`config.mk`:
```
export PLATFORM = sky130hd
export DESIGN_NAME = segment_grid_cell_walk
export DESIGN_NICKNAME = d
export VERILOG_FILES = /design/src/design/sgcw_pkg.sv /design/src/design/segment_grid_cell_walk.sv
export SDC_FILE = /design/constraint.sdc
export NUM_CORES = 2
export LEC_CHECK = 0
export ABC_CLOCK_PERIOD_IN_PS = 11950
export CAP_MARGIN = 20
export CORE_ASPECT_RATIO = 0.5
export CORE_MARGIN = 2
export CORE_UTILIZATION = 50
export CTS_BUF_LIST = sky130_fd_sc_hd__clkbuf_2
export CTS_CLUSTER_DIAMETER = 60
export DETAILED_ROUTE_END_ITERATION = 10
export DONT_BUFFER_PORTS = 1
export PLACE_DENSITY = 0.63
export SETUP_SLACK_MARGIN = 0.4
export SYNTH_ARGS = -nofsm -noshare
export SYNTH_HDL_FRONTEND = slang
export SYNTH_SLANG_ARGS = --single-unit
```
`constraint.sdc`:
```
create_clock -name clk -period 11.95 [get_ports clk]
set_input_delay 0.5975 -clock clk [delete_from_list [all_inputs] [get_ports clk]]
set_output_delay 0.5975 -clock clk [all_outputs]
set_load 0.02 [all_outputs]
```
`src/design/sgcw_pkg.sv`:
```
// ----------------------------------------------------------------------------
// sgcw_pkg
// Shared types and constants for the segment grid cell walk.
// ----------------------------------------------------------------------------
`default_nettype none

package sgcw_pkg;

  localparam int unsigned MAX_DIVISIONS = 32;
  localparam int unsigned WALK_LIMIT    = 2 * MAX_DIVISIONS - 1;

  localparam int unsigned COORD_W = 32;
  localparam int unsigned CELL_W  = $clog2(MAX_DIVISIONS);
  localparam int unsigned DIV_W   = CELL_W + 1;
  localparam int unsigned CNT_W   = $clog2(WALK_LIMIT + 1);
  localparam int unsigned PROD_W  = 2 * COORD_W;
  localparam int unsigned ACC_W   = PROD_W + CNT_W;
  localparam int unsigned BIT_W   = $clog2(COORD_W);

  localparam logic [COORD_W-1:0] CELL_SIZE_RESET = 32'h0001_0000;
  localparam logic [DIV_W-1:0]   GRID_DIV_RESET  = DIV_W'(MAX_DIVISIONS);

  typedef enum logic [0:0] {
    CFG_CELL_SIZE = 1'b0,
    CFG_GRID_DIV  = 1'b1
  } cfg_index_t;

  typedef enum logic [1:0] {
    OP_XS = 2'd0,
    OP_YS = 2'd1,
    OP_XE = 2'd2,
    OP_YE = 2'd3
  } div_op_t;

  typedef enum logic [1:0] {
    MUL_TX = 2'd0,
    MUL_TY = 2'd1,
    MUL_SX = 2'd2,
    MUL_SY = 2'd3
  } mul_op_t;

  typedef enum logic [2:0] {
    ST_IDLE,
    ST_DIV,
    ST_SETUP,
    ST_MUL,
    ST_WALK
  } state_t;

  function automatic logic [CELL_W-1:0] wrap_step(
    input logic [CELL_W-1:0] c,
    input logic              up,
    input logic [DIV_W-1:0]  div
  );
    logic [DIV_W-1:0] inc;
    inc = {1'b0, c} + DIV_W'(1);
    if (up) begin
      wrap_step = (inc >= div) ? '0 : inc[CELL_W-1:0];
    end else begin
      wrap_step = (c == '0) ? CELL_W'(div - DIV_W'(1)) : c - CELL_W'(1);
    end
  endfunction

endpackage

`default_nettype wire

```
`src/design/segment_grid_cell_walk.sv`:
```
// ----------------------------------------------------------------------------
// segment_grid_cell_walk
// 2D grid traversal: emits the cells a Q16.16 segment passes through, up to 63 a segment.
// ----------------------------------------------------------------------------
//  channel | signals                                  | direction
//  cfg     | cfg_write, cfg_index, cfg_data           | in, write only
//  in      | in_valid/in_ready, x_start..y_end        | in, one segment a beat
//  out     | out_valid/out_ready, cell_x/y, last_cell | out, one cell a beat
//
//  Per segment: a bit-serial divide of each coordinate, a setup step, the four
//  products on the shared multiplier, then one cell a cycle unless stalled (1 to 63 cells).
//  The bit-serial divider sets the front end; the walk runs one step a cycle while not stalled.
//  Reset restores cell_size to 1.0 and grid_divisions to 32.
//  A stalled output holds the walk; the next segment is taken once the
//  final cell is in the output register.
// ----------------------------------------------------------------------------
`default_nettype none

module segment_grid_cell_walk (
  input  wire logic                             clk,
  input  wire logic                             rst,
  input  wire logic                             cfg_write,
  input  wire logic [0:0]                       cfg_index,
  input  wire logic [sgcw_pkg::COORD_W-1:0]     cfg_data,
  input  wire logic                             in_valid,
  output logic                                  in_ready,
  input  wire logic [sgcw_pkg::COORD_W-1:0]     x_start,
  input  wire logic [sgcw_pkg::COORD_W-1:0]     y_start,
  input  wire logic [sgcw_pkg::COORD_W-1:0]     x_end,
  input  wire logic [sgcw_pkg::COORD_W-1:0]     y_end,
  output logic                                  out_valid,
  input  wire logic                             out_ready,
  output logic [sgcw_pkg::CELL_W-1:0]           cell_x,
  output logic [sgcw_pkg::CELL_W-1:0]           cell_y,
  output logic                                  last_cell
);

  localparam int unsigned CW = sgcw_pkg::COORD_W;
  localparam int unsigned EW = sgcw_pkg::CELL_W;
  localparam int unsigned DW = sgcw_pkg::DIV_W;

  sgcw_pkg::state_t state, state_next;

  logic [CW-1:0] cell_size;
  logic [DW-1:0] grid_div;
  logic [CW-1:0] size_eff;
  logic [DW-1:0] div_eff;

  logic [CW-1:0] xs, ys, xe, ye;
  logic [1:0]    op_idx;
  logic [sgcw_pkg::BIT_W-1:0] bit_idx;
  logic [CW-1:0] rem;
  logic [EW-1:0] qmod;
  logic [CW-1:0] rem_x, rem_y;
  logic [EW-1:0] cx, cy, ex, ey;
  logic          xup, yup;
  logic [CW-1:0] adx, ady, tx0, ty0;
  logic [1:0]    mul_idx;
  logic [sgcw_pkg::ACC_W-1:0]  px, py;
  logic [sgcw_pkg::PROD_W-1:0] sx, sy;
  logic [sgcw_pkg::CNT_W-1:0]  n;

  logic [CW-1:0] dvd;
  logic [CW:0]   r_sh;
  logic          r_ge;
  logic [CW-1:0] r_new;
  logic [DW-1:0] q_sh;
  logic [EW-1:0] q_new;

  logic [CW-1:0] mul_a, mul_b;
  logic [sgcw_pkg::PROD_W-1:0] mul_p;

  logic at_end, fin, step_x, emit;

  // effective configuration
  always_comb begin
    size_eff = (cell_size == '0) ? CW'(1) : cell_size;
    if (grid_div == '0) begin
      div_eff = DW'(1);
    end else if (grid_div > DW'(sgcw_pkg::MAX_DIVISIONS)) begin
      div_eff = DW'(sgcw_pkg::MAX_DIVISIONS);
    end else begin
      div_eff = grid_div;
    end
  end

  always_ff @(posedge clk) begin
    if (rst) begin
      cell_size <= sgcw_pkg::CELL_SIZE_RESET;
      grid_div  <= sgcw_pkg::GRID_DIV_RESET;
    end else if (cfg_write) begin
      unique case (sgcw_pkg::cfg_index_t'(cfg_index))
        sgcw_pkg::CFG_CELL_SIZE: cell_size <= cfg_data;
        sgcw_pkg::CFG_GRID_DIV:  grid_div  <= cfg_data[DW-1:0];
        default: ;
      endcase
    end
  end

  // bit-serial restoring divider, quotient kept modulo the division count
  always_comb begin
    unique case (sgcw_pkg::div_op_t'(op_idx))
      sgcw_pkg::OP_XS: dvd = xs;
      sgcw_pkg::OP_YS: dvd = ys;
      sgcw_pkg::OP_XE: dvd = xe;
      sgcw_pkg::OP_YE: dvd = ye;
      default:         dvd = xs;
    endcase
    r_sh  = {rem, dvd[bit_idx]};
    r_ge  = r_sh >= {1'b0, size_eff};
    r_new = r_ge ? CW'(r_sh - {1'b0, size_eff}) : r_sh[CW-1:0];
    q_sh  = {qmod, r_ge};
    q_new = (q_sh >= div_eff) ? EW'(q_sh - div_eff) : q_sh[EW-1:0];
  end

  // shared multiplier
  always_comb begin
    unique case (sgcw_pkg::mul_op_t'(mul_idx))
      sgcw_pkg::MUL_TX: begin mul_a = tx0;      mul_b = ady; end
      sgcw_pkg::MUL_TY: begin mul_a = ty0;      mul_b = adx; end
      sgcw_pkg::MUL_SX: begin mul_a = size_eff; mul_b = ady; end
      sgcw_pkg::MUL_SY: begin mul_a = size_eff; mul_b = adx; end
      default:          begin mul_a = tx0;      mul_b = ady; end
    endcase
    mul_p = mul_a * mul_b;
  end

  always_comb begin
    at_end = (cx == ex) && (cy == ey);
    fin    = at_end || (n == sgcw_pkg::CNT_W'(sgcw_pkg::WALK_LIMIT - 1));
    step_x = (adx != '0) && ((ady == '0) || (px < py));
    emit   = (state == sgcw_pkg::ST_WALK) && (!out_valid || out_ready);
  end

  always_ff @(posedge clk) begin
    if (rst) begin
      state <= sgcw_pkg::ST_IDLE;
    end else begin
      state <= state_next;
    end
  end

  always_comb begin
    state_next = state;
    in_ready   = 1'b0;
    unique case (state)
      sgcw_pkg::ST_IDLE: begin
        in_ready = 1'b1;
        if (in_valid) begin
          state_next = sgcw_pkg::ST_DIV;
        end
      end
      sgcw_pkg::ST_DIV: begin
        if (bit_idx == '0 && op_idx == 2'(sgcw_pkg::OP_YE)) begin
          state_next = sgcw_pkg::ST_SETUP;
        end
      end
      sgcw_pkg::ST_SETUP: state_next = sgcw_pkg::ST_MUL;
      sgcw_pkg::ST_MUL: begin
        if (mul_idx == 2'(sgcw_pkg::MUL_SY)) begin
          state_next = sgcw_pkg::ST_WALK;
        end
      end
      sgcw_pkg::ST_WALK: begin
        if (emit && fin) begin
          state_next = sgcw_pkg::ST_IDLE;
        end
      end
      default: state_next = sgcw_pkg::ST_IDLE;
    endcase
  end

  always_ff @(posedge clk) begin
    if (rst) begin
      out_valid <= 1'b0;
    end else if (emit) begin
      out_valid <= 1'b1;
    end else if (out_ready) begin
      out_valid <= 1'b0;
    end
  end

  always_ff @(posedge clk) begin
    if (emit) begin
      cell_x    <= cx;
      cell_y    <= cy;
      last_cell <= fin;
    end
  end

  always_ff @(posedge clk) begin
    unique case (state)
      sgcw_pkg::ST_IDLE: begin
        xs      <= x_start;
        ys      <= y_start;
        xe      <= x_end;
        ye      <= y_end;
        op_idx  <= '0;
        bit_idx <= sgcw_pkg::BIT_W'(CW - 1);
        rem     <= '0;
        qmod    <= '0;
      end
      sgcw_pkg::ST_DIV: begin
        if (bit_idx == '0) begin
          unique case (sgcw_pkg::div_op_t'(op_idx))
            sgcw_pkg::OP_XS: begin cx <= q_new; rem_x <= r_new; end
            sgcw_pkg::OP_YS: begin cy <= q_new; rem_y <= r_new; end
            sgcw_pkg::OP_XE: ex <= q_new;
            sgcw_pkg::OP_YE: ey <= q_new;
            default: ;
          endcase
          rem     <= '0;
          qmod    <= '0;
          op_idx  <= op_idx + 2'd1;
          bit_idx <= sgcw_pkg::BIT_W'(CW - 1);
        end else begin
          rem     <= r_new;
          qmod    <= q_new;
          bit_idx <= bit_idx - sgcw_pkg::BIT_W'(1);
        end
      end
      sgcw_pkg::ST_SETUP: begin
        xup     <= xe >= xs;
        yup     <= ye >= ys;
        adx     <= (xe >= xs) ? xe - xs : xs - xe;
        ady     <= (ye >= ys) ? ye - ys : ys - ye;
        tx0     <= (xe >= xs) ? size_eff - rem_x : rem_x;
        ty0     <= (ye >= ys) ? size_eff - rem_y : rem_y;
        mul_idx <= '0;
        n       <= '0;
      end
      sgcw_pkg::ST_MUL: begin
        unique case (sgcw_pkg::mul_op_t'(mul_idx))
          sgcw_pkg::MUL_TX: px <= sgcw_pkg::ACC_W'(mul_p);
          sgcw_pkg::MUL_TY: py <= sgcw_pkg::ACC_W'(mul_p);
          sgcw_pkg::MUL_SX: sx <= mul_p;
          sgcw_pkg::MUL_SY: sy <= mul_p;
          default: ;
        endcase
        mul_idx <= mul_idx + 2'd1;
      end
      sgcw_pkg::ST_WALK: begin
        if (emit && !fin) begin
          n <= n + sgcw_pkg::CNT_W'(1);
          if (step_x) begin
            px <= px + sgcw_pkg::ACC_W'(sx);
            cx <= sgcw_pkg::wrap_step(cx, xup, div_eff);
          end else begin
            py <= py + sgcw_pkg::ACC_W'(sy);
            cy <= sgcw_pkg::wrap_step(cy, yup, div_eff);
          end
        end
      end
      default: ;
    endcase
  end

endmodule

`default_nettype wire

```
After elaboration in Yosys (flattened, before gate mapping)
Cells that the tools add are included.
W data, S select, Z words.
- $add $sub $neg: 19
- $mul: 1
- divide/modulo/power cells: 0
- order comparisons: 9
- equal/unequal tests: 25
- shifts and indexed selects: 0
- multiplexer cells: 57
- bitwise logic cells: 1
- reduce and logical (&&, ||, !) cells: 45
- operator list (operator ; number):
    $mux W70 ; 6
    $pmux W70 S2 ; 2
    $mux W32 ; 7
    $sub A32 B32 Y32 ; 7
    $add A70 B64 Y70 ; 2
    $pmux W32 S2 ; 2
    $pmux W32 S4 ; 1
    $pmux W32 S3 ; 1
    $mux W5 ; 17
    $lt A70 B70 Y1 ; 1
    $ge A32 B32 Y1 ; 2
    $logic_not A32 Y1 ; 2
    $mul A32 B32 Y64 ; 1
    $pmux W5 S2 ; 4
    $ge A33 B32 Y1 ; 1
    $reduce_bool A32 Y1 ; 1
    $sub A5 B1 Y5 const B ; 4
    $ge A6 B6 Y1 ; 3
    $mux W6 ; 3
    $logic_not A5 Y1 ; 3
    $pmux W3 S5 ; 1
    $add A5 B1 Y6 const B ; 2
    $mux W3 ; 4
    $ne A2 B1 Y1 const B ; 6
    31 further kinds ; 74
- flip-flop bits (word level): 715
- latch bits: 0
- bits in writable memories: 0
- bits in read-only memories: 0
- input port bits: 166
- output and inout port bits: 13
- word-level logic and storage cells: 190
- memories kept: 0

Depth between registers and ports, before layout
- depth after elaboration: 10
- depth in mapped cells: 39
- mapped depth without buffers: 34

Worst setup path after synthesis
No wires, ideal clock.
- path kind: register to register
- start point: reg state[0]
- end point: reg op_idx[0] (enable)
- library setup time: 0.338 ns
- arrival: 10.455 ns
- data required time: 11.612 ns
- slack: 1.158 ns
- stages on the path, launching flop included: 4
- buffers on the path: 1
- clock period less this slack: 10.792 ns
- path through: dfxtp_1 > clkbuf_1 > nor3_1 > or2_2
- cells in the longest elaborated chain, start to end: 3
- elaborated cells between the ends (all ways): 5
- classes of those cells: eq/ne (2); reduce/logical (3)
- ends and longest elaborated chain (element ; RTL line ; RTL):
    from (decl) ; segment_grid_cell_walk.sv:42 ; sgcw_pkg::state_t state, state_next;
    from (signal assigned) ; segment_grid_cell_walk.sv:137 ; state <= sgcw_pkg::ST_IDLE;
    from (signal assigned) ; segment_grid_cell_walk.sv:139 ; state <= state_next;
    $eq A3 B1 Y1 / $logic_not A3 Y1 (equally long branches) ; segment_grid_cell_walk.sv:192 ; unique case (state)
    $ne A2 B2 Y1 (no source line) / $reduce_bool A2 Y1 (equally long branches) ; - ;
    $reduce_and A2 Y1 (no source line) (*) ; - ;
    to (signal assigned) ; segment_grid_cell_walk.sv:214 ; op_idx <= op_idx + 2'd1;
    to (decl) ; segment_grid_cell_walk.sv:50 ; logic [1:0] op_idx;
Every way passes the cells marked *; elsewhere a longest branch is shown, timed or not.
A chain may end at the register's enable or synchronous reset.

Worst setup path in the final report
- start point: reg mul_idx[0]
- end point: reg px[60] (netlist bit), data pin
- cells in the longest elaborated chain, start to end: 6
- elaborated cells between the ends (all ways): 12
- classes of those cells: mul (1); eq/ne (3); mux (4); reduce/logical (4)
- ends and longest elaborated chain (element ; RTL line ; RTL):
    from (decl) ; segment_grid_cell_walk.sv:58 ; logic [1:0] mul_idx;
    from (signal assigned) ; segment_grid_cell_walk.sv:240 ; mul_idx <= mul_idx + 2'd1;
    $eq A2 B2 Y1, or another cell as far along ; segment_grid_cell_walk.sv:118 ; unique case (sgcw_pkg::mul_op_t'(mul_idx))
    $reduce_or A2 Y1 (no source line) ; - ;
    $pmux W32 S3 / $pmux W32 S2 (equally long branches) ; segment_grid_cell_walk.sv:118 ;
    $mul A32 B32 Y64 (*) ; segment_grid_cell_walk.sv:125 ; mul_p = mul_a * mul_b;
    named net mul_p, one bit ; segment_grid_cell_walk.sv:71 ; logic [sgcw_pkg::PROD_W-1:0] mul_p;
    $mux W70 (*) ; segment_grid_cell_walk.sv:233 ; unique case (sgcw_pkg::mul_op_t'(mul_idx))
    $pmux W70 S2 (*) ; segment_grid_cell_walk.sv:192 ;
    to (signal assigned) ; segment_grid_cell_walk.sv:234 ; sgcw_pkg::MUL_TX: px <= sgcw_pkg::ACC_W'(mul_p);
    to (signal assigned) ; segment_grid_cell_walk.sv:246 ; px <= px + sgcw_pkg::ACC_W'(sx);
    to (decl) ; segment_grid_cell_walk.sv:59 ; logic [sgcw_pkg::ACC_W-1:0] px, py;
The timed path passes the listed nets; every way through them passes the cells marked *. The select of a mux whose other input is x is not followed.

==> reports/metrics.yaml <==
status: "completed"
ant_nets: 0
syn_area_mm2: 0.08041
period_share_pct: 94.25
use_met1_pct: 47.19
grt_max_degree: 91
dp_slack_ns: 1.077
power_frac_seq_pct: 33.7
cts_buffers: 180
final_area_mm2: 0.08883
yosys_warnings: 0
max_cap_violations: 0
cp_common_cell: "fa_1"
powerDensity_mw_per_mm2: 112.3
synthCells: 8640
synth_flop_cell: "edfxtp_1"
arrival_ns: 12.41
critPathRequiredTime_ns: 13.10
num_vias: 66940
yosysSeqAreaShare_pct: 26.18
fillCellCount: 14300
clock.fmax_mhz: 88.79
fin_util_pct: 55.95
switchingPower_mw: 4.323
synth_cell_types: 90
hold_slack_ns: 0.1120
drc: 0
timing.final.ws_setup_ns: 0.6877
grt_pass1_vias: 65700
post-route-min-period_ns: 11.26
syn_avg_cell_area_um2: 9.306
slowest_delay_ns: 0.66
setup_viol: 0
die_h_um: 287.6
initial_core_util_pct: 50.64
pin_count: 179
worst_setup_path_start_kind: "flip-flop"
async_flop_share_pct: 0
placed_cell_area_mm2: 0.08295
finalPower_mw: 9.975
worst_pin_slew_ns: 1.259
design.core.area_mm2: 0.1588
hold_viol: 0
final_cell_mix: "inv_1, nand2_1, fa_1"
synth_edf_count: 673
final_common_cell: "inv_1"
cts-root-buf: "clkbuf_2"
ys_ff_latch: 715
slowest_stage: "o21a_1"
numPortBuffers: 0
min_from: "y_end[30]"
cts_max_level: 4
peakVddDrop_uv: 133.2
crit_path_end_kind: "flip-flop"
cts.path.max_buffers: 4
r2r-start: "mul_idx[0]$_SDFFCE_PN0P_"
die_w_um: 571.1
grt_overflow_total: 0
die_area_mm2: 0.1642
rsz0062_at_grt: "false"
wl_per_cell_um: 24.79
grt_pass1_wl_mm: 414.6
drive_gt1_share_pct: 6.269
path_max_fanout: 32
dpl.cell_count: 10530
wirelength_mm: 279.4
hold_path.class: "primary input to flip-flop"
drtPass1Iterations: 9
track_usage_pct: 33.88
tritoncts: "built"
postCtsSetupBuffers: 0
startpoint: "mul_idx[0]$_SDFFCE_PN0P_"
p_sw_share_pct: 43.34
clock_sinks: 715
power_frac_clock_pct: 18.0
relSlewSlack_pct: 14.43
grt_antenna_before_repair: 15
dp_hpwl_mm: 212.6
drt_first_iter_violations: 7516
gp_congestion: 1.013
crit_type: "flip-flop to flip-flop"
p_leak_nw: 40.13
clk_pin_slew_ns: 0.13
intPower_mw: 5.652
syn2layout_area_growth_pct: 10.48
comb_power_share_pct: 48.2
grt_busiest_layer: "met2"
gr-usage-met3_pct: 9.644
drv_slew: 0
placementRows: 103
fin_skew_ns: 0.3736
final_nets: 10770
worstSkewPairLatency_ns: 1.77
synth_nets: 10430
setup_tns_ns: 0
fin_cells: 11270
drt-vias-per-instance: 5.940
groute.layer.met2.usage_pct: 49.61
-- worst max-delay path, delay by kind of cell (launching register included) --
| family | cells | cell delay (ns) |
|---|---|---|
| fa+ha+maj | 10 | 4.92 |
| compound gates | 7 | 2.59 |
| mux | 1 | 0.28 |
| simple gates | 6 | 1.91 |
| buf+inv | 3 | 0.41 |
| xor+xnor | 1 | 0.19 |
| flops | 1 | 0.46 |
-- cell families (layout without fill, tap and decap cells) --
| family | after synthesis | after routing | share of synthesized area (%) |
|---|---|---|---|
| simple gates | 2427 | 2427 | 13.14 |
| other cells | 0 | 9 | 0 |
| fa+ha+maj | 1620 | 1620 | 33.67 |
| flops | 715 | 715 | 26.18 |
| xor+xnor | 355 | 355 | 3.867 |
| buf+inv | 1686 | 2155 | 7.889 |
| compound gates | 1713 | 1713 | 13.37 |
| mux | 124 | 124 | 1.891 |
-- power groups by stage --
stage / Sequential, mW / Combinational (mW) / Clock, mW
after floorplan: 3.37 / 3.08 / 0
after global placement: 3.41 / 4.50 / 0
after detailed placement: 3.42 / 4.55 / 0
after CTS: 3.36 / 4.69 / 1.80
after global routing: 3.37 / 5.27 / 1.95
final: 3.37 / 4.81 / 1.80
-- final cells by class --
class | instances | area (um^2) | area share, %
Multi-Input combinational cell | 6239 | 53280 | 59.99
Tap cell | 2152 | 2693 | 3.031
Inverter | 1274 | 4782 | 5.383
Timing Repair Buffer | 571 | 5378 | 6.054
Sequential cell | 715 | 21050 | 23.70
Clock inverter | 69 | 414.1 | 0.4662
Antenna cell | 9 | 22.52 | 0.02535
Clock buffer | 241 | 1206 | 1.358
-- flip-flops by register name, indices dropped and copies added (netlist names), 6 cells and up --
signal and cells:
grid_div 6, sx 64, rem_y 32, rem 32, adx 32, rem_x 32
sy 64, ty0 32, xs 32, ady 32, ys 32, n 6
tx0 32, xe 32, px 70, cell_size 32, py 70, ye 32
-- routing by layer --
metal,vias up,wire [um]
li1,29630,-
met1,32750,117200
met2,3737,115800
met3,815,32820
met4,12,13450
met5,-,81
-- worst paths after layout --
kind / end / depth (start not counted) / slack, ns
hold reg to reg: grid_div[2]$_SDFFE_PP0P_ / 2 / 0.48
setup / recovery: px[60]$_DFFE_PP_ / 28 / 0.69
hold / removal: ye[30]$_DFFE_PP_ / 2 / 0.11
setup reg to reg: px[60]$_DFFE_PP_ / 28 / 0.69
-- synthesized netlist by cell type, types with 26 or more instances --
cell type | count | area [um^2]
dfxtp_1 | 42 | 840.8
o31ai_1 | 27 | 202.7
and2_1 | 62 | 387.9
nor4_1 | 33 | 206.5
buf_1 | 43 | 161.4
o21ai_1 | 36 | 180.2
nand3_1 | 98 | 490.5
clkbuf_1 | 357 | 1340
nor2b_1 | 66 | 412.9
fa_1 | 906 | 18140
o211ai_1 | 35 | 262.8
nor3_1 | 82 | 410.4
nand2b_1 | 61 | 381.6
xnor2_1 | 190 | 1664
a21oi_1 | 510 | 2552
mux2_2 | 48 | 540.5
o21a_1 | 80 | 600.6
nand2_1 | 909 | 3412
and3_1 | 42 | 262.8
o21ai_0 | 407 | 2037
xor2_1 | 165 | 1445
inv_1 | 1272 | 4775
or3_1 | 30 | 187.7
mux2i_1 | 54 | 540.5
o21bai_1 | 69 | 518.0
a22oi_1 | 37 | 277.8
a222oi_1 | 26 | 260.3
edfxtp_1 | 673 | 20210
a31oi_1 | 40 | 250.2
a21o_1 | 214 | 1607
a211oi_1 | 45 | 337.8
ha_1 | 714 | 8934
nor2_1 | 885 | 3322
nand4_1 | 89 | 556.8
-- repair_timing --
item	4_1_cts	5_1_grt
hold buffers	421	0
setup endpoints to repair	0	2
endpoints found under the hold margin	181	0
resized for setup	0	1
Note: power is estimated with default switching activity, not from simulation.
